--- src/design/hslrgb_pkg.sv ---
package hslrgb_pkg;

    // fixed-point format of the color fractions
    localparam int FRAC_BITS = 12;
    localparam int ONE_I     = 1 << FRAC_BITS;
    localparam int IN_W      = 13;
    localparam int VAL_W     = FRAC_BITS + 1;
    // hue positions are kept as six times the hue, so sixths of a turn are exact
    localparam int T6_W      = FRAC_BITS + 3;
    localparam int PROD_W    = 2 * VAL_W;
    localparam int BYTE_W    = 8;

    localparam logic [VAL_W-1:0]  ONE      = VAL_W'(ONE_I);
    localparam logic [VAL_W-1:0]  HALF     = VAL_W'(ONE_I >> 1);
    localparam logic [BYTE_W-1:0] BYTE_MAX = {BYTE_W{1'b1}};

    // input pixel
    typedef struct packed {
        logic [IN_W-1:0] hue;
        logic [IN_W-1:0] saturation;
        logic [IN_W-1:0] lightness;
    } t_hsl;

    // output pixel
    typedef struct packed {
        logic [BYTE_W-1:0] red;
        logic [BYTE_W-1:0] green;
        logic [BYTE_W-1:0] blue;
    } t_rgb;

    // stage loads of the per-channel tail
    typedef struct packed {
        logic load_prod;
        logic load_out;
    } t_chan_en;

endpackage

--- src/design/hslrgb_channel.sv ---
module hslrgb_channel
    import hslrgb_pkg::*;
(
    input  logic              i_clk,
    input  t_chan_en          i_en,
    input  logic [T6_W-1:0]   i_t6,
    input  logic [VAL_W-1:0]  i_p,
    input  logic [VAL_W-1:0]  i_q,
    output logic [BYTE_W-1:0] o_byte
);

    typedef enum logic [1:0] {
        SEG_RISE = 2'd0,
        SEG_HIGH = 2'd1,
        SEG_FALL = 2'd2,
        SEG_LOW  = 2'd3
    } t_seg;

    logic [VAL_W-1:0]  w_diff;
    logic [T6_W-1:0]   w_fall_pos;
    logic [VAL_W-1:0]  w_factor;
    t_seg              w_seg;

    t_seg              r_seg;
    logic [PROD_W-1:0] r_prod;
    logic [VAL_W-1:0]  r_p;
    logic [VAL_W-1:0]  r_q;
    logic [BYTE_W-1:0] r_byte;

    logic [VAL_W:0]    w_ramp_sum;
    logic [VAL_W-1:0]  w_value;
    logic [VAL_W+7:0]  w_scaled;
    logic [VAL_W+7-FRAC_BITS:0] w_byte_full;

    // pick the ramp segment and the slope factor
    always_comb begin
        w_diff     = i_q - i_p;
        w_fall_pos = T6_W'(4 * ONE_I) - i_t6;
        w_factor   = '0;
        if (i_t6 < T6_W'(ONE_I)) begin
            w_seg    = SEG_RISE;
            w_factor = VAL_W'(i_t6);
        end else if (i_t6 < T6_W'(3 * ONE_I)) begin
            w_seg = SEG_HIGH;
        end else if (i_t6 < T6_W'(4 * ONE_I)) begin
            w_seg    = SEG_FALL;
            w_factor = VAL_W'(w_fall_pos);
        end else begin
            w_seg = SEG_LOW;
        end
    end

    // slope product stage
    always_ff @(posedge i_clk) begin
        if (i_en.load_prod) begin
            r_seg  <= w_seg;
            r_prod <= PROD_W'(w_diff) * PROD_W'(w_factor);
            r_p    <= i_p;
            r_q    <= i_q;
        end
    end

    // ramp value, then scale by 255 as a shift and subtract
    always_comb begin
        w_ramp_sum = VAL_W'(r_p) + r_prod[FRAC_BITS +: VAL_W];
        case (r_seg)
            SEG_RISE: w_value = VAL_W'(w_ramp_sum);
            SEG_FALL: w_value = VAL_W'(w_ramp_sum);
            SEG_HIGH: w_value = r_q;
            SEG_LOW:  w_value = r_p;
            default:  w_value = r_p;
        endcase
        w_scaled    = {w_value, 8'b0} - (VAL_W+8)'(w_value);
        w_byte_full = w_scaled[VAL_W+7:FRAC_BITS];
    end

    // output byte stage, saturated
    always_ff @(posedge i_clk) begin
        if (i_en.load_out) begin
            if (w_byte_full > (VAL_W+8-FRAC_BITS)'(BYTE_MAX)) begin
                r_byte <= BYTE_MAX;
            end else begin
                r_byte <= BYTE_W'(w_byte_full);
            end
        end
    end

    assign o_byte = r_byte;

endmodule

--- src/design/hsl_to_rgb_converter_core.sv ---
// hsl to rgb color converter, one pixel per clock while the receiver is ready
//
// input channel: i_in_valid / o_in_ready with i_in_data carrying hue,
// saturation and lightness as unsigned Q12 fractions (4096 = 1.0, hue
// wraps at one full turn). output channel: o_out_valid / i_out_ready with
// o_out_data carrying 8-bit red, green and blue.
//
// five register stages: clamp, lightness*saturation product, q/p, ramp
// slope product, scale to byte. with the receiver ready one pixel is
// taken every clock.
//
// each stage has its own valid bit and loads whenever it is empty or the
// stage after it moves, so empty stages fill while the receiver stalls;
// o_in_ready drops only once all five stages hold a pixel.
// synchronous active-low reset empties the pipeline; the data registers are not reset.
module hsl_to_rgb_converter_core
    import hslrgb_pkg::*;
(
    input  logic i_clk,
    input  logic i_rst_n,
    input  logic i_in_valid,
    output logic o_in_ready,
    input  t_hsl i_in_data,
    output logic o_out_valid,
    input  logic i_out_ready,
    output t_rgb o_out_data
);

    logic [5:1] r_valid;
    logic [5:1] w_en;
    logic       w_in_xfer;

    logic [FRAC_BITS-1:0] r1_hue;
    logic [VAL_W-1:0]     r1_sat;
    logic [VAL_W-1:0]     r1_light;

    logic [T6_W-1:0]      w_h6;
    logic [T6_W:0]        w_sum_r;
    logic [T6_W:0]        w_sum_b;
    logic [T6_W-1:0]      w_t6_r;
    logic [T6_W-1:0]      w_t6_b;

    logic [PROD_W-1:0]    r2_ls;
    logic [VAL_W-1:0]     r2_sat;
    logic [VAL_W-1:0]     r2_light;
    logic [T6_W-1:0]      r2_t6_r;
    logic [T6_W-1:0]      r2_t6_g;
    logic [T6_W-1:0]      r2_t6_b;

    logic [VAL_W-1:0]     w_ls_hi;
    logic [VAL_W:0]       w_q_full;
    logic [VAL_W-1:0]     w_q;
    logic signed [VAL_W+1:0] w_ps;
    logic [VAL_W-1:0]     w_p;

    logic [VAL_W-1:0]     r3_p;
    logic [VAL_W-1:0]     r3_q;
    logic [T6_W-1:0]      r3_t6_r;
    logic [T6_W-1:0]      r3_t6_g;
    logic [T6_W-1:0]      r3_t6_b;

    t_chan_en             w_chan_en;
    logic [BYTE_W-1:0]    w_red;
    logic [BYTE_W-1:0]    w_green;
    logic [BYTE_W-1:0]    w_blue;

    // stage loads: a stage moves when empty or when the next one moves
    always_comb begin
        w_en[5] = !r_valid[5] || i_out_ready;
        w_en[4] = !r_valid[4] || w_en[5];
        w_en[3] = !r_valid[3] || w_en[4];
        w_en[2] = !r_valid[2] || w_en[3];
        w_en[1] = !r_valid[1] || w_en[2];
    end

    assign o_in_ready = w_en[1];
    assign w_in_xfer  = i_in_valid && w_en[1];

    // valid bits travel with the data
    always_ff @(posedge i_clk) begin
        if (!i_rst_n) begin
            r_valid <= '0;
        end else begin
            if (w_en[1]) r_valid[1] <= i_in_valid;
            if (w_en[2]) r_valid[2] <= r_valid[1];
            if (w_en[3]) r_valid[3] <= r_valid[2];
            if (w_en[4]) r_valid[4] <= r_valid[3];
            if (w_en[5]) r_valid[5] <= r_valid[4];
        end
    end

    // stage 1: hue wrap and clamp of saturation and lightness
    always_ff @(posedge i_clk) begin
        if (w_en[1]) begin
            r1_hue   <= i_in_data.hue[FRAC_BITS-1:0];
            r1_sat   <= (i_in_data.saturation > IN_W'(ONE_I)) ?
                        ONE : VAL_W'(i_in_data.saturation);
            r1_light <= (i_in_data.lightness > IN_W'(ONE_I)) ?
                        ONE : VAL_W'(i_in_data.lightness);
        end
    end

    // six times hue, offset by a third of a turn each way and wrapped
    always_comb begin
        w_h6    = T6_W'({r1_hue, 2'b00}) + T6_W'({r1_hue, 1'b0});
        w_sum_r = (T6_W+1)'(w_h6) + (T6_W+1)'(2 * ONE_I);
        w_sum_b = (T6_W+1)'(w_h6) + (T6_W+1)'(4 * ONE_I);
        w_t6_r  = (w_sum_r >= (T6_W+1)'(6 * ONE_I)) ?
                  T6_W'(w_sum_r - (T6_W+1)'(6 * ONE_I)) : T6_W'(w_sum_r);
        w_t6_b  = (w_sum_b >= (T6_W+1)'(6 * ONE_I)) ?
                  T6_W'(w_sum_b - (T6_W+1)'(6 * ONE_I)) : T6_W'(w_sum_b);
    end

    // stage 2: lightness times saturation
    always_ff @(posedge i_clk) begin
        if (w_en[2]) begin
            r2_ls    <= PROD_W'(r1_light) * PROD_W'(r1_sat);
            r2_sat   <= r1_sat;
            r2_light <= r1_light;
            r2_t6_r  <= w_t6_r;
            r2_t6_g  <= w_h6;
            r2_t6_b  <= w_t6_b;
        end
    end

    // q and p, with p clamped into [0, q]
    always_comb begin
        w_ls_hi = r2_ls[FRAC_BITS +: VAL_W];
        if (r2_light < HALF) begin
            w_q_full = (VAL_W+1)'(r2_light) + (VAL_W+1)'(w_ls_hi);
        end else begin
            w_q_full = (VAL_W+1)'(r2_light) + (VAL_W+1)'(r2_sat)
                       - (VAL_W+1)'(w_ls_hi);
        end
        w_q  = VAL_W'(w_q_full);
        w_ps = $signed({1'b0, r2_light, 1'b0}) - $signed({2'b00, w_q});
        if (w_ps[VAL_W+1]) begin
            w_p = '0;
        end else if (w_ps[VAL_W:0] > {1'b0, w_q}) begin
            w_p = w_q;
        end else begin
            w_p = w_ps[VAL_W-1:0];
        end
    end

    // stage 3: q, p and hue positions
    always_ff @(posedge i_clk) begin
        if (w_en[3]) begin
            r3_p    <= w_p;
            r3_q    <= w_q;
            r3_t6_r <= r2_t6_r;
            r3_t6_g <= r2_t6_g;
            r3_t6_b <= r2_t6_b;
        end
    end

    // stages 4 and 5 per channel
    assign w_chan_en = '{load_prod: w_en[4], load_out: w_en[5]};

    hslrgb_channel u_red (
        .i_clk  (i_clk),
        .i_en   (w_chan_en),
        .i_t6   (r3_t6_r),
        .i_p    (r3_p),
        .i_q    (r3_q),
        .o_byte (w_red)
    );

    hslrgb_channel u_green (
        .i_clk  (i_clk),
        .i_en   (w_chan_en),
        .i_t6   (r3_t6_g),
        .i_p    (r3_p),
        .i_q    (r3_q),
        .o_byte (w_green)
    );

    hslrgb_channel u_blue (
        .i_clk  (i_clk),
        .i_en   (w_chan_en),
        .i_t6   (r3_t6_b),
        .i_p    (r3_p),
        .i_q    (r3_q),
        .o_byte (w_blue)
    );

    assign o_out_valid = r_valid[5];
    assign o_out_data  = '{red: w_red, green: w_green, blue: w_blue};

    // an empty first stage always takes a transfer
    a_empty_takes: assert property (@(posedge i_clk) disable iff (!i_rst_n)
        !r_valid[1] |-> o_in_ready)
        else $error("input not ready with first stage empty");

    // a transfer in lands in the first stage
    a_in_lands: assert property (@(posedge i_clk) disable iff (!i_rst_n)
        w_in_xfer |=> r_valid[1])
        else $error("accepted pixel lost at first stage");

    // a ready receiver lets the whole pipeline flow
    a_ready_flows: assert property (@(posedge i_clk) disable iff (!i_rst_n)
        i_out_ready |-> o_in_ready)
        else $error("pipeline stalled with receiver ready");

    // a stalled full tail keeps the pixel in stage 4
    a_stall_holds: assert property (@(posedge i_clk) disable iff (!i_rst_n)
        (r_valid[5] && r_valid[4] && !i_out_ready) |=> r_valid[4])
        else $error("stage 4 pixel dropped during stall");

endmodule

--- config.mk ---
export PLATFORM = sky130hd
export DESIGN_NAME = hsl_to_rgb_converter_core
export DESIGN_NICKNAME = d
export VERILOG_FILES = /design/src/design/hslrgb_pkg.sv /design/src/design/hslrgb_channel.sv /design/src/design/hsl_to_rgb_converter_core.sv
export SDC_FILE = /design/constraint.sdc
export NUM_CORES = 2
export LEC_CHECK = 0
export BUFFER_PORTS_ARGS = -buffer_cell sky130_fd_sc_hd__buf_4
export CAP_MARGIN = 20
export CORE_MARGIN = 2
export CORE_UTILIZATION = 40
export CTS_CLUSTER_DIAMETER = 50
export CTS_CLUSTER_SIZE = 12
export DETAILED_ROUTE_END_ITERATION = 12
export PLACE_DENSITY = 0.62
export SYNTH_ARGS = -nofsm -noshare
export SYNTH_HDL_FRONTEND = slang
export SYNTH_SLANG_ARGS = --single-unit
export TNS_END_PERCENT = 10
--- constraint.sdc ---
create_clock -name i_clk -period 12.2 [get_ports i_clk]
set_input_delay 2.44 -clock i_clk [delete_from_list [all_inputs] [get_ports i_clk]]
set_output_delay 2.44 -clock i_clk [all_outputs]
set_load 0.01 [all_outputs]
* Yosys cells after proc, flatten, opt, wreduce, memory -nomap -nowiden *
Index checks and enable logic that the tools add are counted.
W data, S select, Z words.

word-level totals
  register bits = 341
  output and inout port bits = 26
  logic and storage cells = 124

cells by class
  add/sub/neg operators = 19
  multiply operators = 4
  magnitude comparators = 18
  eq/ne operators = 9
  mux-type cells = 22
  reduce and logical (&&, ||, !) cells = 19

operators by type and width
  cell                      number
  $mux W13                  11
  $pmux W13 S3              3
  $mul A13 B13 Y25          4
  $add A13 B13 Y13          5
  $sub A21 B13 Y21          3
  $lt A15 B13 Y1 const B    3
  $lt A15 B14 Y1 const B    3
  $lt A15 B15 Y1 const B    3
  $sub A1 B13 Y13 const A   3
  $ge A16 B15 Y1 const B    2
  $mux W15                  2
  $sub A15 B15 Y15 const B  2
  $gt A9 B8 Y1 const B      3
  $gt A13 B13 Y1 const B    2
  $sub A13 B13 Y13          2
  $add A15 B14 Y16 const B  1
  $add A15 B15 Y16 const B  1
  $add A14 B13 Y15          1
  $sub A14 B13 Y15          1
  $gt A14 B13 Y1            1
  $lt A13 B12 Y1 const B    1
  $eq A2 B2 Y1 const B      6
  $reduce_or A2 Y1          6
  $eq A2 B1 Y1 const B      3
  other kinds (4)           19

* Longest topological paths before layout *
  word-level depth = 6
  gate-level depth with buffers = 34
  gate-level depth less buffers = 33

* Hierarchy *
From an unflattened synthesis, not the netlist that was laid out.

second synthesis, totals
  cells, all modules = 4163
  area, all modules = 39417.8 µm²

modules (own cells, without submodules)
  module                     times used  cells an instance  area each (µm²)  sequential area each (µm²)
  hsl_to_rgb_converter_core  1           1239               12936.2          4214.0
  hslrgb_channel at u_red    1           984                8867.3           1471.4
  hslrgb_channel at u_green  1           974                8818.5           1471.4
  hslrgb_channel at u_blue   1           966                8795.9           1471.4

* Worst setup path after synthesis *
OpenSTA, ideal clock, no wires.

  path type = flip-flop to flip-flop
  start = register r3_t6_g[1] (netlist name)
  end = register u_blue.r_prod[24] (data pin)
  library setup time = 0.260 ns
  data arrival time = 7.372 ns
  required time = 11.940 ns
  path slack = 4.568 ns
  cell stages (with the launch flop) = 26
  period minus slack after synthesis = 7.632 ns
  path through = edfxtp_1 -> or3_4 -> or3_4 -> or3_4 -> or3_4 -> or3_4 -> nor3_1 -> nand2b_1 -> fa_1 -> fa_1 -> inv_1 -> fa_1 -> fa_1 -> inv_1 -> fa_1 -> inv_1 -> ha_1 -> nor2b_1 -> a41o_1 -> a21o_1 -> o41a_1 -> o21a_1 -> o21ai_0 -> nand2b_1 -> a31oi_1 -> xnor2_1

RTL lines
  what                  line                  text
  end signal, assigned  hslrgb_channel.sv:57  r_prod <= PROD_W'(w_diff) * PROD_W'(w_factor);
  end, declared         hslrgb_channel.sv:25  logic [PROD_W-1:0] r_prod;

==> results.md <==
* Vias per cell at just over 5
* Critical Path AT at 9.11 ns
* Setup TNS at 0 ns
* Drt drc at 0
* Initial Utilization at 0.402
* Worst-path clk slew at approximately 0.060 ns
* Ratio of final minimum period to clock period at 0.722
* Max Cap Viol at 0
* Status: finished, final reports clean
* I/O pin cnt at just under 70
* Post-synth EDFFs at approximately 230
* N_diodes at 0
* WL met3 at 4500 microns
* Chip width at 296 microns
* Most common cell after layout, fill and taps aside: inv_1
* Die ar. at 87,900 sq um
* CTS Buffer Depth at 3
* Core Area at about 85,000 sq um
* Crit path kind: flip-flop to flip-flop
* Tightest Hold Check Type: flip-flop to flip-flop
* Async SR Flop Fraction at 0
* Port buffer count at 67
* Clock tree from TritonCTS: yes
* Final Max Slew Viols at 0
* Post-Route WL at about 80,000 microns
* Pre-CTS WS at about 3.5 ns
* Pre-antenna DRT Iters at 5
* Clock root buffer: clkbuf_16
* Startpoint Class: flip-flop
* Via count at approximately 25,000
* Post-synth top flop: edfxtp_1
* Vias in the first global route at roughly 26,000
* Synth cell types at between 70 and 80
* Total CTS buffers at 35
* Minimum clock period at 8.81 ns
* Met2 wire length at slightly below 40,000 microns
* Post-DP HPWL at about 64,000 microns
* Cts repair resizes at 0
* Core Rows at ~110
* # Post-CTS Setup Buffers at 0
* Most frequent cells in the layout: 689 x inv_1, 462 x fa_1, 439 x nand2_1
* Final-report setup violation count at 0
* Post-synthesis xor/xnor area fraction at 0.0374
* Area Overhead vs Synth at 8.67%
* Post-route cell area at roughly 37,000 sq um
* Synthesized cell area at ~34,000 sq um
* Post-synthesis cell count at between 3,000 and 4,000
* Sequential area share after synthesis at 0.207
* Mux cell area share after synthesis at 0.0120
* Final Hold Viols at 0
* Synthesized-area fraction occupied by adder cells at 0.414
* GRT Overall Usage at 0.192
* Syn_area_per_cell at 9.30 sq um
* Clock Sinks at roughly 240
* Top sig layer: met4
* Critical Path Sink Type: flip-flop
* Synth Warn # at 0
* First-pass GRT wire length at about 130,000 microns
* Congestion Overflow GR at 0
* M1 WL at 34,000 microns
* Register bit count reported by yosys at 237
* Chip Height at between 200 and 300 microns
* Post-Synth Simple-Gate Area at 0.154
* DR WL/cell at between 15 and 20 microns
* # hold bufs at CTS at 0
* Initial antenna violation count at 1
* Fmax at 113 MHz
* Clock Skew at 0.0155 ns
* CP required at between 10 and 15 ns
* 1st-iter DRT viols at approximately 1,200
* Complex-gate fraction of the synthesized area at 0.0862
* Crit path max fanout at 6
* Nets at around 4,600
* Post-DRT Antenna Nets at 0
* Share of cells above drive strength 1 at 0.0584
* Largest net degree at the start of global routing at 72
* H-tree depth at 2
* PnR worst setup slack at roughly 3.4 ns
* Slew @ Worst Pin at 1.08 ns
* Placed cell area at approximately 36,000 sq um
* Slew HR at 0.276
* Placer Congestion at around 0.9
* Clock latency at the later pin of the worst-skew pair at 0.56 ns
* Syn Nets at ~4,600
* Largest family of logic cells by synthesized area: adder cells
* RSZ-0062 raised after global routing: no
==> registers in the layout, indices dropped and copies added, names as in the netlist, 13 cells and up <==
name            count
r1_light           13
u_green.r_p        13
r2_sat             13
u_green.r_prod     13
u_blue.r_prod      13
r3_q               13
r2_light           13
r3_t6_g            14
u_green.r_q        13
r1_sat             13
r2_ls              13
u_red.r_prod       13
r2_t6_g            14
r3_p               13
==> logic make-up after synthesis <==
logic type                 Yosys count
and+or+nand+nor                   1143
adders and majority gates          855
buffers and inverters              820
AOI/OAI and AO/OA                  439
DFF                                237
xor gates and xnor gates           146
muxes                               39
==> cell usage after synthesis, types with 21 or more instances <==
| cell type | n | area, sq um |
|---|---|---|
| edfxtp_1 | 232 | 6970 |
| a21o_1 | 59 | 443 |
| nand3_1 | 26 | 130 |
| o21ai_0 | 78 | 390 |
| clkbuf_1 | 124 | 465 |
| ha_1 | 393 | 4920 |
| inv_1 | 690 | 2590 |
| nand2_1 | 441 | 1660 |
| nor2_1 | 302 | 1130 |
| a211oi_1 | 27 | 203 |
| and2_1 | 92 | 576 |
| xor2_1 | 45 | 394 |
| or3_1 | 28 | 175 |
| a22oi_1 | 22 | 165 |
| nor2b_1 | 52 | 325 |
| fa_1 | 462 | 9250 |
| or2_2 | 21 | 131 |
| nor3_1 | 73 | 365 |
| xnor2_1 | 101 | 885 |
| mux2i_1 | 24 | 240 |
| nand2b_1 | 49 | 307 |
| a21oi_1 | 101 | 505 |
| o21a_1 | 39 | 293 |
==> worst max-delay path, stage by stage (launching register included) <==
cell      delay [ns]
edfxtp_1        0.52
or3_4           0.46
or3_4           0.36
or3_4           0.36
or3_4           0.37
or3_4           0.39
nor3_1          0.81
nand2b_1        0.19
fa_1            0.54
fa_1            0.56
inv_1           0.06
fa_1            0.53
fa_1            0.56
inv_1           0.06
fa_1            0.53
inv_1           0.04
ha_1            0.31
nor2b_1         0.14
a41o_1          0.26
a21o_1          0.23
o41a_1          0.35
o21a_1          0.21
o21ai_0         0.17
nand2b_1        0.12
a31oi_1         0.32
xnor2_1         0.11
==> per-stage QoR <==
stage	hold slack, ns	util	std cells
2_1_floorplan	0.400	-	3679
3_3_place_gp	0.403	0.424	4795
3_5_place_dp	0.405	0.424	4795
4_1_cts	0.419	0.437	4859
5_1_grt	0.430	0.437	4861
6_report	0.418	0.437	4861
==> worst paths after layout <==
kind / from / to / cells past startpoint / slack, ns
hold / removal: r2_t6_g[12]$_DFFE_PP_ / r3_t6_g[12]$_DFFE_PP_ / 0 / 0.42
hold reg to reg: r2_t6_g[12]$_DFFE_PP_ / r3_t6_g[12]$_DFFE_PP_ / 0 / 0.42
setup / recovery: r3_t6_g[1]$_DFFE_PP_ / u_blue.r_prod[24]$_DFFE_PP_ / 25 / 3.39
setup reg to reg: r3_t6_g[1]$_DFFE_PP_ / u_blue.r_prod[24]$_DFFE_PP_ / 25 / 3.39
==> layer usage <==
| layer | up-vias | track usage |
|---|---|---|
| met5 | - | 0 |
| met3 | 133 | 0.0293 |
| met1 | 12100 | 0.244 |
| met4 | 0 | 0.0625 |
| met2 | 545 | 0.336 |
| li1 | 11800 | - |
==> final cells by class <==
type,count,area (sq um)
fill,8284,47800
multi-input combinational,2622,24200
sequential,237,7070
inverter,691,2590
tap,1144,1430
clock buffer,41,898
timing repair buffer,103,773
clock inverter,23,235
Power is left out: the tool's default activity adds up to more than one toggle a clock period on the data nets, which glitch-free logic cannot reach.
